==> src/assert_macros.svh <==
// Assertion macros shared by the cipher unit modules.
// Depends on nothing; included by files that carry assertions.
`ifndef ASSERT_MACROS_SVH
`define ASSERT_MACROS_SVH
`define ASSERT_IMPL(lbl, clk, rst, ante, cons, msg) \
   lbl: assert property (@(posedge clk) disable iff (rst) (ante) |-> (cons)) else $error(msg);
`define ASSERT_NEXT(lbl, clk, rst, ante, cons, msg) \
   lbl: assert property (@(posedge clk) disable iff (rst) (ante) |=> (cons)) else $error(msg);
`endif

==> src/aes_pkg.sv <==
// Package for the AES cipher unit: payload types, control types, S-boxes, GF helpers.
// Depends on nothing.
`default_nettype none
package aes_pkg;
   localparam int KeyWords = 60;
   localparam logic [2:0] CsrKeyMode = 3'd0;
   localparam logic [2:0] CsrKey0 = 3'd1;
   localparam logic [2:0] CsrKey1 = 3'd2;
   localparam logic [2:0] CsrKey2 = 3'd3;
   localparam logic [2:0] CsrKey3 = 3'd4;

   typedef struct packed {
      logic        action;
      logic [63:0] block_upper;
      logic [63:0] block_lower;
   } req_type;

   typedef struct packed {
      logic [63:0] result_upper;
      logic [63:0] result_lower;
   } rsp_type;

   typedef enum logic [2:0] {
      ST_IDLE, ST_KEY_LOAD, ST_KEY_EXP, ST_INIT, ST_ROUND, ST_OUT
   } state_type;

   typedef struct packed {
      logic       key_load;
      logic       key_exp;
      logic       load_block;
      logic       init_add;
      logic       do_round;
      logic       last_round;
      logic       rsp_load;
      logic [5:0] key_idx;
      logic [3:0] round;
   } cmd_type;

   typedef struct packed {
      logic [3:0] nk;
      logic [3:0] nr;
      logic       decrypt;
   } sts_type;

   function automatic logic [7:0] sbox(input logic [7:0] x);
      logic [7:0] t [256];
      t = '{
 8'h63,8'h7c,8'h77,8'h7b,8'hf2,8'h6b,8'h6f,8'hc5,8'h30,8'h01,8'h67,8'h2b,8'hfe,8'hd7,8'hab,8'h76,
 8'hca,8'h82,8'hc9,8'h7d,8'hfa,8'h59,8'h47,8'hf0,8'had,8'hd4,8'ha2,8'haf,8'h9c,8'ha4,8'h72,8'hc0,
 8'hb7,8'hfd,8'h93,8'h26,8'h36,8'h3f,8'hf7,8'hcc,8'h34,8'ha5,8'he5,8'hf1,8'h71,8'hd8,8'h31,8'h15,
 8'h04,8'hc7,8'h23,8'hc3,8'h18,8'h96,8'h05,8'h9a,8'h07,8'h12,8'h80,8'he2,8'heb,8'h27,8'hb2,8'h75,
 8'h09,8'h83,8'h2c,8'h1a,8'h1b,8'h6e,8'h5a,8'ha0,8'h52,8'h3b,8'hd6,8'hb3,8'h29,8'he3,8'h2f,8'h84,
 8'h53,8'hd1,8'h00,8'hed,8'h20,8'hfc,8'hb1,8'h5b,8'h6a,8'hcb,8'hbe,8'h39,8'h4a,8'h4c,8'h58,8'hcf,
 8'hd0,8'hef,8'haa,8'hfb,8'h43,8'h4d,8'h33,8'h85,8'h45,8'hf9,8'h02,8'h7f,8'h50,8'h3c,8'h9f,8'ha8,
 8'h51,8'ha3,8'h40,8'h8f,8'h92,8'h9d,8'h38,8'hf5,8'hbc,8'hb6,8'hda,8'h21,8'h10,8'hff,8'hf3,8'hd2,
 8'hcd,8'h0c,8'h13,8'hec,8'h5f,8'h97,8'h44,8'h17,8'hc4,8'ha7,8'h7e,8'h3d,8'h64,8'h5d,8'h19,8'h73,
 8'h60,8'h81,8'h4f,8'hdc,8'h22,8'h2a,8'h90,8'h88,8'h46,8'hee,8'hb8,8'h14,8'hde,8'h5e,8'h0b,8'hdb,
 8'he0,8'h32,8'h3a,8'h0a,8'h49,8'h06,8'h24,8'h5c,8'hc2,8'hd3,8'hac,8'h62,8'h91,8'h95,8'he4,8'h79,
 8'he7,8'hc8,8'h37,8'h6d,8'h8d,8'hd5,8'h4e,8'ha9,8'h6c,8'h56,8'hf4,8'hea,8'h65,8'h7a,8'hae,8'h08,
 8'hba,8'h78,8'h25,8'h2e,8'h1c,8'ha6,8'hb4,8'hc6,8'he8,8'hdd,8'h74,8'h1f,8'h4b,8'hbd,8'h8b,8'h8a,
 8'h70,8'h3e,8'hb5,8'h66,8'h48,8'h03,8'hf6,8'h0e,8'h61,8'h35,8'h57,8'hb9,8'h86,8'hc1,8'h1d,8'h9e,
 8'he1,8'hf8,8'h98,8'h11,8'h69,8'hd9,8'h8e,8'h94,8'h9b,8'h1e,8'h87,8'he9,8'hce,8'h55,8'h28,8'hdf,
 8'h8c,8'ha1,8'h89,8'h0d,8'hbf,8'he6,8'h42,8'h68,8'h41,8'h99,8'h2d,8'h0f,8'hb0,8'h54,8'hbb,8'h16};
      return t[x];
   endfunction

   function automatic logic [7:0] inv_sbox(input logic [7:0] x);
      logic [7:0] t [256];
      t = '{
 8'h52,8'h09,8'h6a,8'hd5,8'h30,8'h36,8'ha5,8'h38,8'hbf,8'h40,8'ha3,8'h9e,8'h81,8'hf3,8'hd7,8'hfb,
 8'h7c,8'he3,8'h39,8'h82,8'h9b,8'h2f,8'hff,8'h87,8'h34,8'h8e,8'h43,8'h44,8'hc4,8'hde,8'he9,8'hcb,
 8'h54,8'h7b,8'h94,8'h32,8'ha6,8'hc2,8'h23,8'h3d,8'hee,8'h4c,8'h95,8'h0b,8'h42,8'hfa,8'hc3,8'h4e,
 8'h08,8'h2e,8'ha1,8'h66,8'h28,8'hd9,8'h24,8'hb2,8'h76,8'h5b,8'ha2,8'h49,8'h6d,8'h8b,8'hd1,8'h25,
 8'h72,8'hf8,8'hf6,8'h64,8'h86,8'h68,8'h98,8'h16,8'hd4,8'ha4,8'h5c,8'hcc,8'h5d,8'h65,8'hb6,8'h92,
 8'h6c,8'h70,8'h48,8'h50,8'hfd,8'hed,8'hb9,8'hda,8'h5e,8'h15,8'h46,8'h57,8'ha7,8'h8d,8'h9d,8'h84,
 8'h90,8'hd8,8'hab,8'h00,8'h8c,8'hbc,8'hd3,8'h0a,8'hf7,8'he4,8'h58,8'h05,8'hb8,8'hb3,8'h45,8'h06,
 8'hd0,8'h2c,8'h1e,8'h8f,8'hca,8'h3f,8'h0f,8'h02,8'hc1,8'haf,8'hbd,8'h03,8'h01,8'h13,8'h8a,8'h6b,
 8'h3a,8'h91,8'h11,8'h41,8'h4f,8'h67,8'hdc,8'hea,8'h97,8'hf2,8'hcf,8'hce,8'hf0,8'hb4,8'he6,8'h73,
 8'h96,8'hac,8'h74,8'h22,8'he7,8'had,8'h35,8'h85,8'he2,8'hf9,8'h37,8'he8,8'h1c,8'h75,8'hdf,8'h6e,
 8'h47,8'hf1,8'h1a,8'h71,8'h1d,8'h29,8'hc5,8'h89,8'h6f,8'hb7,8'h62,8'h0e,8'haa,8'h18,8'hbe,8'h1b,
 8'hfc,8'h56,8'h3e,8'h4b,8'hc6,8'hd2,8'h79,8'h20,8'h9a,8'hdb,8'hc0,8'hfe,8'h78,8'hcd,8'h5a,8'hf4,
 8'h1f,8'hdd,8'ha8,8'h33,8'h88,8'h07,8'hc7,8'h31,8'hb1,8'h12,8'h10,8'h59,8'h27,8'h80,8'hec,8'h5f,
 8'h60,8'h51,8'h7f,8'ha9,8'h19,8'hb5,8'h4a,8'h0d,8'h2d,8'he5,8'h7a,8'h9f,8'h93,8'hc9,8'h9c,8'hef,
 8'ha0,8'he0,8'h3b,8'h4d,8'hae,8'h2a,8'hf5,8'hb0,8'hc8,8'heb,8'hbb,8'h3c,8'h83,8'h53,8'h99,8'h61,
 8'h17,8'h2b,8'h04,8'h7e,8'hba,8'h77,8'hd6,8'h26,8'he1,8'h69,8'h14,8'h63,8'h55,8'h21,8'h0c,8'h7d};
      return t[x];
   endfunction

   function automatic logic [7:0] xtime(input logic [7:0] v);
      return {v[6:0], 1'b0} ^ (v[7] ? 8'h1b : 8'h00);
   endfunction

   function automatic logic [31:0] sub_word(input logic [31:0] w);
      return {sbox(w[31:24]), sbox(w[23:16]), sbox(w[15:8]), sbox(w[7:0])};
   endfunction
endpackage
`default_nettype wire

==> src/aes_control.sv <==
// Controller of the AES cipher unit: schedule flag, key expansion and round sequencing.
// Depends on aes_pkg and assert_macros.svh.
`default_nettype none
`include "assert_macros.svh"
module aes_control
   import aes_pkg::*;
(
   input  wire logic clock,
   input  wire logic reset,
   input  wire logic csr_write,
   input  wire logic [2:0] csr_index,
   input  wire logic req_valid,
   output logic      req_stall,
   output logic      rsp_valid,
   input  wire logic rsp_stall,
   input  wire sts_type sts,
   output cmd_type   cmd
);
   state_type  state_ff, state_in;
   logic       sched_ff, sched_in;
   logic       pend_ff, pend_in;
   logic       rv_ff, rv_in;
   logic [5:0] idx_ff, idx_in;
   logic [3:0] rnd_ff, rnd_in;
   logic [5:0] total;

   assign total = {sts.nk, 2'b00} + 6'd28;
   assign req_stall = (state_ff != ST_IDLE) || pend_ff;
   assign rsp_valid = rv_ff;

   always_ff @(posedge clock) begin
      if (reset) begin
         state_ff <= ST_IDLE;
         sched_ff <= 1'b0;
         pend_ff <= 1'b0;
         rv_ff <= 1'b0;
      end else begin
         state_ff <= state_in;
         sched_ff <= sched_in;
         pend_ff <= pend_in;
         rv_ff <= rv_in;
      end
      idx_ff <= idx_in;
      rnd_ff <= rnd_in;
   end

   always_comb begin
      state_in = state_ff;
      sched_in = sched_ff;
      idx_in = idx_ff;
      rnd_in = rnd_ff;
      pend_in = pend_ff;
      rv_in = rv_ff && rsp_stall;
      cmd = '0;
      cmd.key_idx = idx_ff;
      cmd.round = rnd_ff;
      unique case (state_ff)
         ST_IDLE: begin
            if (req_valid && !req_stall) begin
               cmd.load_block = 1'b1;
               pend_in = 1'b1;
               state_in = sched_ff ? ST_INIT : ST_KEY_LOAD;
            end
            rnd_in = '0;
         end
         ST_KEY_LOAD: begin
            cmd.key_load = 1'b1;
            idx_in = '0;
            state_in = ST_KEY_EXP;
         end
         ST_KEY_EXP: begin
            cmd.key_exp = 1'b1;
            idx_in = idx_ff + 6'd1;
            if (idx_ff == total - 6'd1) begin
               sched_in = 1'b1;
               state_in = ST_INIT;
            end
         end
         ST_INIT: begin
            // Round key address is presented here; the memory read lands next cycle.
            cmd.round = sts.decrypt ? sts.nr : 4'd0;
            rnd_in = sts.decrypt ? sts.nr : 4'd0;
            state_in = ST_ROUND;
         end
         ST_ROUND: begin
            if (rnd_ff == (sts.decrypt ? sts.nr : 4'd0) && idx_ff != 6'h3f) begin
               cmd.init_add = 1'b1;
               idx_in = 6'h3f;
            end else begin
               cmd.do_round = 1'b1;
               cmd.last_round = sts.decrypt ? (rnd_ff == 4'd0) : (rnd_ff == sts.nr);
               if (cmd.last_round) state_in = ST_OUT;
            end
            rnd_in = sts.decrypt ? rnd_ff - 4'd1 : rnd_ff + 4'd1;
            if (cmd.last_round) rnd_in = rnd_ff;
            cmd.round = rnd_in;
         end
         ST_OUT: begin
            if (!rv_ff || !rsp_stall) begin
               cmd.rsp_load = 1'b1;
               rv_in = 1'b1;
               pend_in = 1'b0;
               idx_in = '0;
               state_in = ST_IDLE;
            end
         end
         default: state_in = ST_IDLE;
      endcase
      if (csr_write && csr_index <= CsrKey3) sched_in = 1'b0;
   end

   `ASSERT_NEXT(a_rsp_hold, clock, reset, rv_ff && rsp_stall, rv_ff, "rsp dropped")
   `ASSERT_IMPL(a_busy_stall, clock, reset, state_ff != ST_IDLE, req_stall, "busy accept")
   `ASSERT_NEXT(a_exp_done, clock, reset, state_ff == ST_KEY_EXP && state_in == ST_INIT, sched_ff || csr_write, "sched")
endmodule
`default_nettype wire

==> config.mk <==
export PLATFORM = sky130hd
export DESIGN_NAME = aes_control
export DESIGN_NICKNAME = d
export VERILOG_FILES = /design/src/aes_pkg.sv /design/src/aes_control.sv
export VERILOG_INCLUDE_DIRS = /design/src /design/src/src
export SDC_FILE = /design/constraint.sdc
export NUM_CORES = 1
export LEC_CHECK = 0
export BUFFER_PORTS_ARGS = -buffer_cell sky130_fd_sc_hd__buf_2
export CORE_MARGIN = 8
export CORE_UTILIZATION = 45
export DETAILED_ROUTE_END_ITERATION = 6
export PLACE_DENSITY = 0.8
export SLEW_MARGIN = 30
export SYNTH_ARGS = -nofsm -noshare
export SYNTH_HDL_FRONTEND = slang
export SYNTH_SLANG_ARGS = --single-unit
==> constraint.sdc <==
create_clock -name clock -period 2.2 [get_ports clock]
set_input_delay 0.22 -clock clock [delete_from_list [all_inputs] [get_ports clock]]
set_output_delay 0.22 -clock clock [all_outputs]
set_load 0.02 [all_outputs]
After elaboration in Yosys (flattened, before gate mapping)
Index checks and enable logic that the tools add are counted.
{"block": "totals", "elab_cells": 78, "register_bits": 16, "out_inout_bits": 19, "in_bits": 17}
{"block": "op_classes", "mux": 31, "reduce_logical": 20, "magnitude_cmp": 1, "n_addsub": 5, "eq_ne": 15}
{"operator": "$pmux 6 s4", "n": 1}
{"operator": "$mux 3", "n": 6}
{"operator": "$pmux 3 s6", "n": 1}
{"operator": "$mux 1", "n": 12}
{"operator": "$mux 4", "n": 3}
{"operator": "$mux 6", "n": 2}
{"operator": "$ne 2x2->1 const B", "n": 6}
{"operator": "$pmux 4 s3", "n": 1}
{"operator": "$eq 4x4->1", "n": 2}
{"operator": "$pmux 4 s2", "n": 1}
{"operator": "$add 6x1->6 const B", "n": 1}
{"operator": "$add 6x5->6 const B", "n": 1}
{"operator": "$eq 3x2->1 const B", "n": 2}
{"operator": "$eq 3x3->1 const B", "n": 2}
{"operator": "$eq 6x6->1", "n": 1}
{"operator": "$mux 2", "n": 3}
{"operator": "$ne 6x6->1 const B", "n": 1}
{"operator": "$reduce_and 3->1", "n": 2}
{"operator": "$reduce_bool 3->1", "n": 2}
{"operator": "$sub 6x1->6 const B", "n": 1}
{"operator": "$reduce_and 5->1", "n": 1}
{"operator": "$add 4x1->4 const B", "n": 1}
{"operator": "$logic_and 1x1->1", "n": 4}
{"operator": "$logic_not 4->1", "n": 1}
{"operator": "other kinds (11)", "n": 14}

Logic depth before layout (Yosys ltp)
{"block": "depth", "ltp_word": 7, "ltp_mapped": 7}

Least setup slack after synthesis
OpenSTA, ideal clock, no wires.
{"block": "synth_timing", "path_type": "reg2out", "startpoint": "register idx_ff[0]", "endpoint": "output port cmd[3] in the netlist's numbering", "path_stages_with_launch": 8, "path_buffers": 0, "arrival_ns": 2.074, "setup_slack_ns": -0.094, "required_time_ns": 1.980, "cell_sequence": "edfxtp_1 ha_1 nand3_1 nor2_1 a2111oi_4 nor2_2 nor3_1 mux2i_1"}
{"element": "from (decl)", "line": "aes_control.sv:23", "text": "logic [5:0] idx_ff, idx_in;"}
{"element": "from (signal assigned)", "line": "aes_control.sv:43", "text": "idx_ff <= idx_in;"}
{"element": "to (decl)", "line": "aes_control.sv:17", "text": "output cmd_type cmd"}

==> impl_metrics.py <==
metrics = {
    "status": {
        "status": "finished with violations",
        "violations": "setup timing",
    },
    "synthesis": {
        "synthArstFlopShare_pct": 0,
        "syn_avg_cell_area_um2": 8.33,
        "syn_nets": 180,
        "synth_area_um2": 1320,
        "synth_warnings": 0,
        "syn_inst": 158,
        "synth_edf_count": 10,
        "ys_ff_latch": 16,
        "yosys_most_used_dff": "edfxtp_1",
        "ys_seq_area_share_pct": 31.9,
        "yosysUniqueCellTypes": 43,
    },
    "critical_path": {
        "worst-setup-path-type": "reg -> out",
        "r2r_end": "rnd_ff[0]",
        "rrSetupSlack_ns": 0.02,
        "crit_path_max_fanout": 4,
        "reg2regPathDepth": 9,
        "r2r_start": "rnd_ff[1]",
        "required_ns": 1.98,
        "crit_arrival_ns": 2.34,
        "crit_path_end_kind": "output pin",
        "cp-start-kind": "flop",
    },
    "drt": {
        "wl_met2_um": 2030,
        "avgRoutedWirePerCell_um": 15.8,
        "vias": 1384,
        "highest_layer": "met4",
        "wl_um": 3910,
        "route.met3.wl_um": 148,
        "drt.antenna.violating_nets": 0,
        "drc_errors": 0,
        "first_pass_iters": 4,
        "first_iter_violations": 113,
        "vias_per_cell": 5.60,
        "wl_met1_um": 1630,
    },
    "timing": {
        "setup_viol": 5,
        "min_period_ns": 2.56,
        "worstMarginPinSlew_ns": 0.677,
        "setup_slack_ns": -0.356,
        "finalCritPeriodShare_pct": 116,
        "max_freq_mhz": 391,
        "hold_viol": 0,
        "rsz0062_at_grt": "true",
        "finClkSkew_ns": 0.00811,
        "maxSlewHeadroom_pct": 54.4,
        "whs_ns": 0.0956,
        "slew_violations": 0,
    },
    "cts": {
        "clk_latency_ns": 0.30,
        "root_buffer": "clkbuf_4",
        "cts_buffers": 3,
        "clk_path_buf_depth": 2,
        "clkTransAtPathRegs_ns": 0.10,
        "cts_tree": "yes",
        "cts.htree.levels": 1,
        "cts_sinks": 16,
        "cts.hold.buffers_added": 0,
    },
    "floorplanning": {
        "rows": 19,
        "die_w_um": 70.1,
        "die_y_um": 70.1,
        "core_um2": 2760,
        "initial_core_util_pct": 47.7,
        "die_area_um2": 4910,
        "io_pins": 36,
    },
    "layout": {
        "layout-drive-gt1-share_pct": 42.6,
        "design_area_um2": 1880,
        "antennaDiodeCount": 0,
        "area_growth_pct": 43.0,
        "final_nets": 239,
        "fill_cells": 231,
        "postLayoutCoreUtil_pct": 68.2,
        "layout_commonest_cell": "buf_2",
        "layout_common_cells": "29 x buf_2, 26 x buf_4, 14 x nor2_1",
    },
    "worst_hold_path": {
        "hold_path.class": "in -> reg",
        "min_from": "csr_write",
        "holdPathEnd": "sched_ff",
        "whs_path_depth": 2,
    },
    "power": {
        "peakVddDrop_mv": 1.18,
        "power.density_nw_per_um2": 1260,
        "leakage_nw": 0.823,
        "power_mw": 2.37,
    },
    "global_routing": {
        "grt_usage_pct": 14.9,
        "grt_max_degree": 17,
        "overflow": 0,
        "grt_pass1_vias": 1465,
        "antenna_found_initial": 0,
        "grt_pass1_wl_um": 6320,
    },
    "placed_design": {
        "placement.cell_area_um2": 1670,
        "hpwlAfterDp_um": 2790,
        "portBuffers": 35,
        "place_ws_ns": -0.0159,
        "gp_congestion": 0.987,
    },
    "run": {
        "maxCapViolCount": 0,
    },
}
==> Yosys cell counts, drive strengths merged, types with 2 or more instances <==
cell type | count | share of area, %
nor4 | 3 | 1.4
a22oi | 2 | 1.1
inv | 10 | 2.9
ha | 4 | 3.8
buf | 3 | 2.1
or3 | 3 | 1.4
clkbuf | 4 | 1.1
o22ai | 2 | 0.95
xor2 | 6 | 4.0
a21oi | 8 | 3.0
a21o | 2 | 1.1
dfxtp | 6 | 9.1
o211ai | 3 | 2.1
o21ai | 14 | 5.3
xnor2 | 11 | 7.3
nor2 | 17 | 5.0
mux2i | 2 | 1.5
and2 | 2 | 0.95
a211oi | 2 | 1.1
nand2b | 2 | 0.95
nand3 | 8 | 3.0
nand2 | 13 | 3.7
nor3 | 6 | 2.3
edfxtp | 10 | 23
==> through the flow <==
stage / TNS, ns / std cells
3_5_place_dp: -0.0757 / 237
3_3_place_gp: 0 / 237
4_1_cts: -0.988 / 247
5_1_grt: -2.06 / 247
2_1_floorplan: -0.100 / 158
6_report: -1.24 / 247
==> how the worst max path moves through the flow <==
stage / start / endpoint / slack [ns]
finish: rnd_ff[1] / cmd[2] / -0.36
global route: rnd_ff[1] / cmd[2] / -0.45
CTS: rnd_ff[1] / cmd[1] / -0.26
detailed placement: rnd_ff[0] / cmd[1] / -0.02
global placement: rnd_ff[0] / cmd[1] / 0.04
floorplan: idx_ff[1] / idx_ff[0] / -0.02
==> repair_timing <==
item                       in CTS  in global routing
pin swaps                      10                  7
buffers inserted                6                  4
gates cloned                    0                  0
resized for setup              18                 12
setup endpoints to repair      13                 16
==> flip-flops by register name, summed over array words and instances, names as in the netlist <==
| register | flops |
|---|---|
| sched_ff | 1 |
| rsp_valid | 1 |
| state_ff | 3 |
| rnd_ff | 4 |
| pend_ff | 1 |
| idx_ff | 6 |
==> metal layers <==
layer	global-route usage, %	vias up
met5	0	-
met4	5.36	0
met3	2.26	11
met2	27.1	37
met1	17.1	656
li1	-	680
==> cell families after synthesis <==
| group | Yosys count | synth area share (%) |
|---|---|---|
| multiplexers | 3 | 2.66 |
| AO/OA/AOI/OAI | 41 | 21.2 |
| flip-flops | 16 | 31.9 |
| buffers and inverters | 18 | 6.37 |
| adder cells (fa/ha/maj) | 5 | 5.32 |
| XOR/XNOR | 17 | 11.3 |
| AND/OR/NAND/NOR | 58 | 21.2 |
==> worst max-delay path: stages (launching register included) <==
cell       delay, ns
edfxtp_1        0.43
nand4b_1        0.21
a2bb2oi_2       0.16
a2111oi_4       0.39
nor2_4          0.09
buf_12          0.14
or3_4           0.36
o211ai_1        0.09
buf_4           0.17
==> where the power goes <==
part,internal [mW],switching [mW]
logic,0.726,0.891
registers,0.484,0.107
clock network,0.0661,0.0993
total,1.28,1.10
==> final cells by class <==
class                   count  area [um^2]  share of cell area [%]
repair buffers             61          417                    22.1
clock buffers               3         22.5                    1.20
well taps                  31         38.8                    2.06
clock inverters             1         3.75                   0.199
inverters                  11         41.3                    2.19
multi-input cells         124          938                    49.9
flip-flops and latches     16          420                    22.3
(Power assumes the default switching activity.)
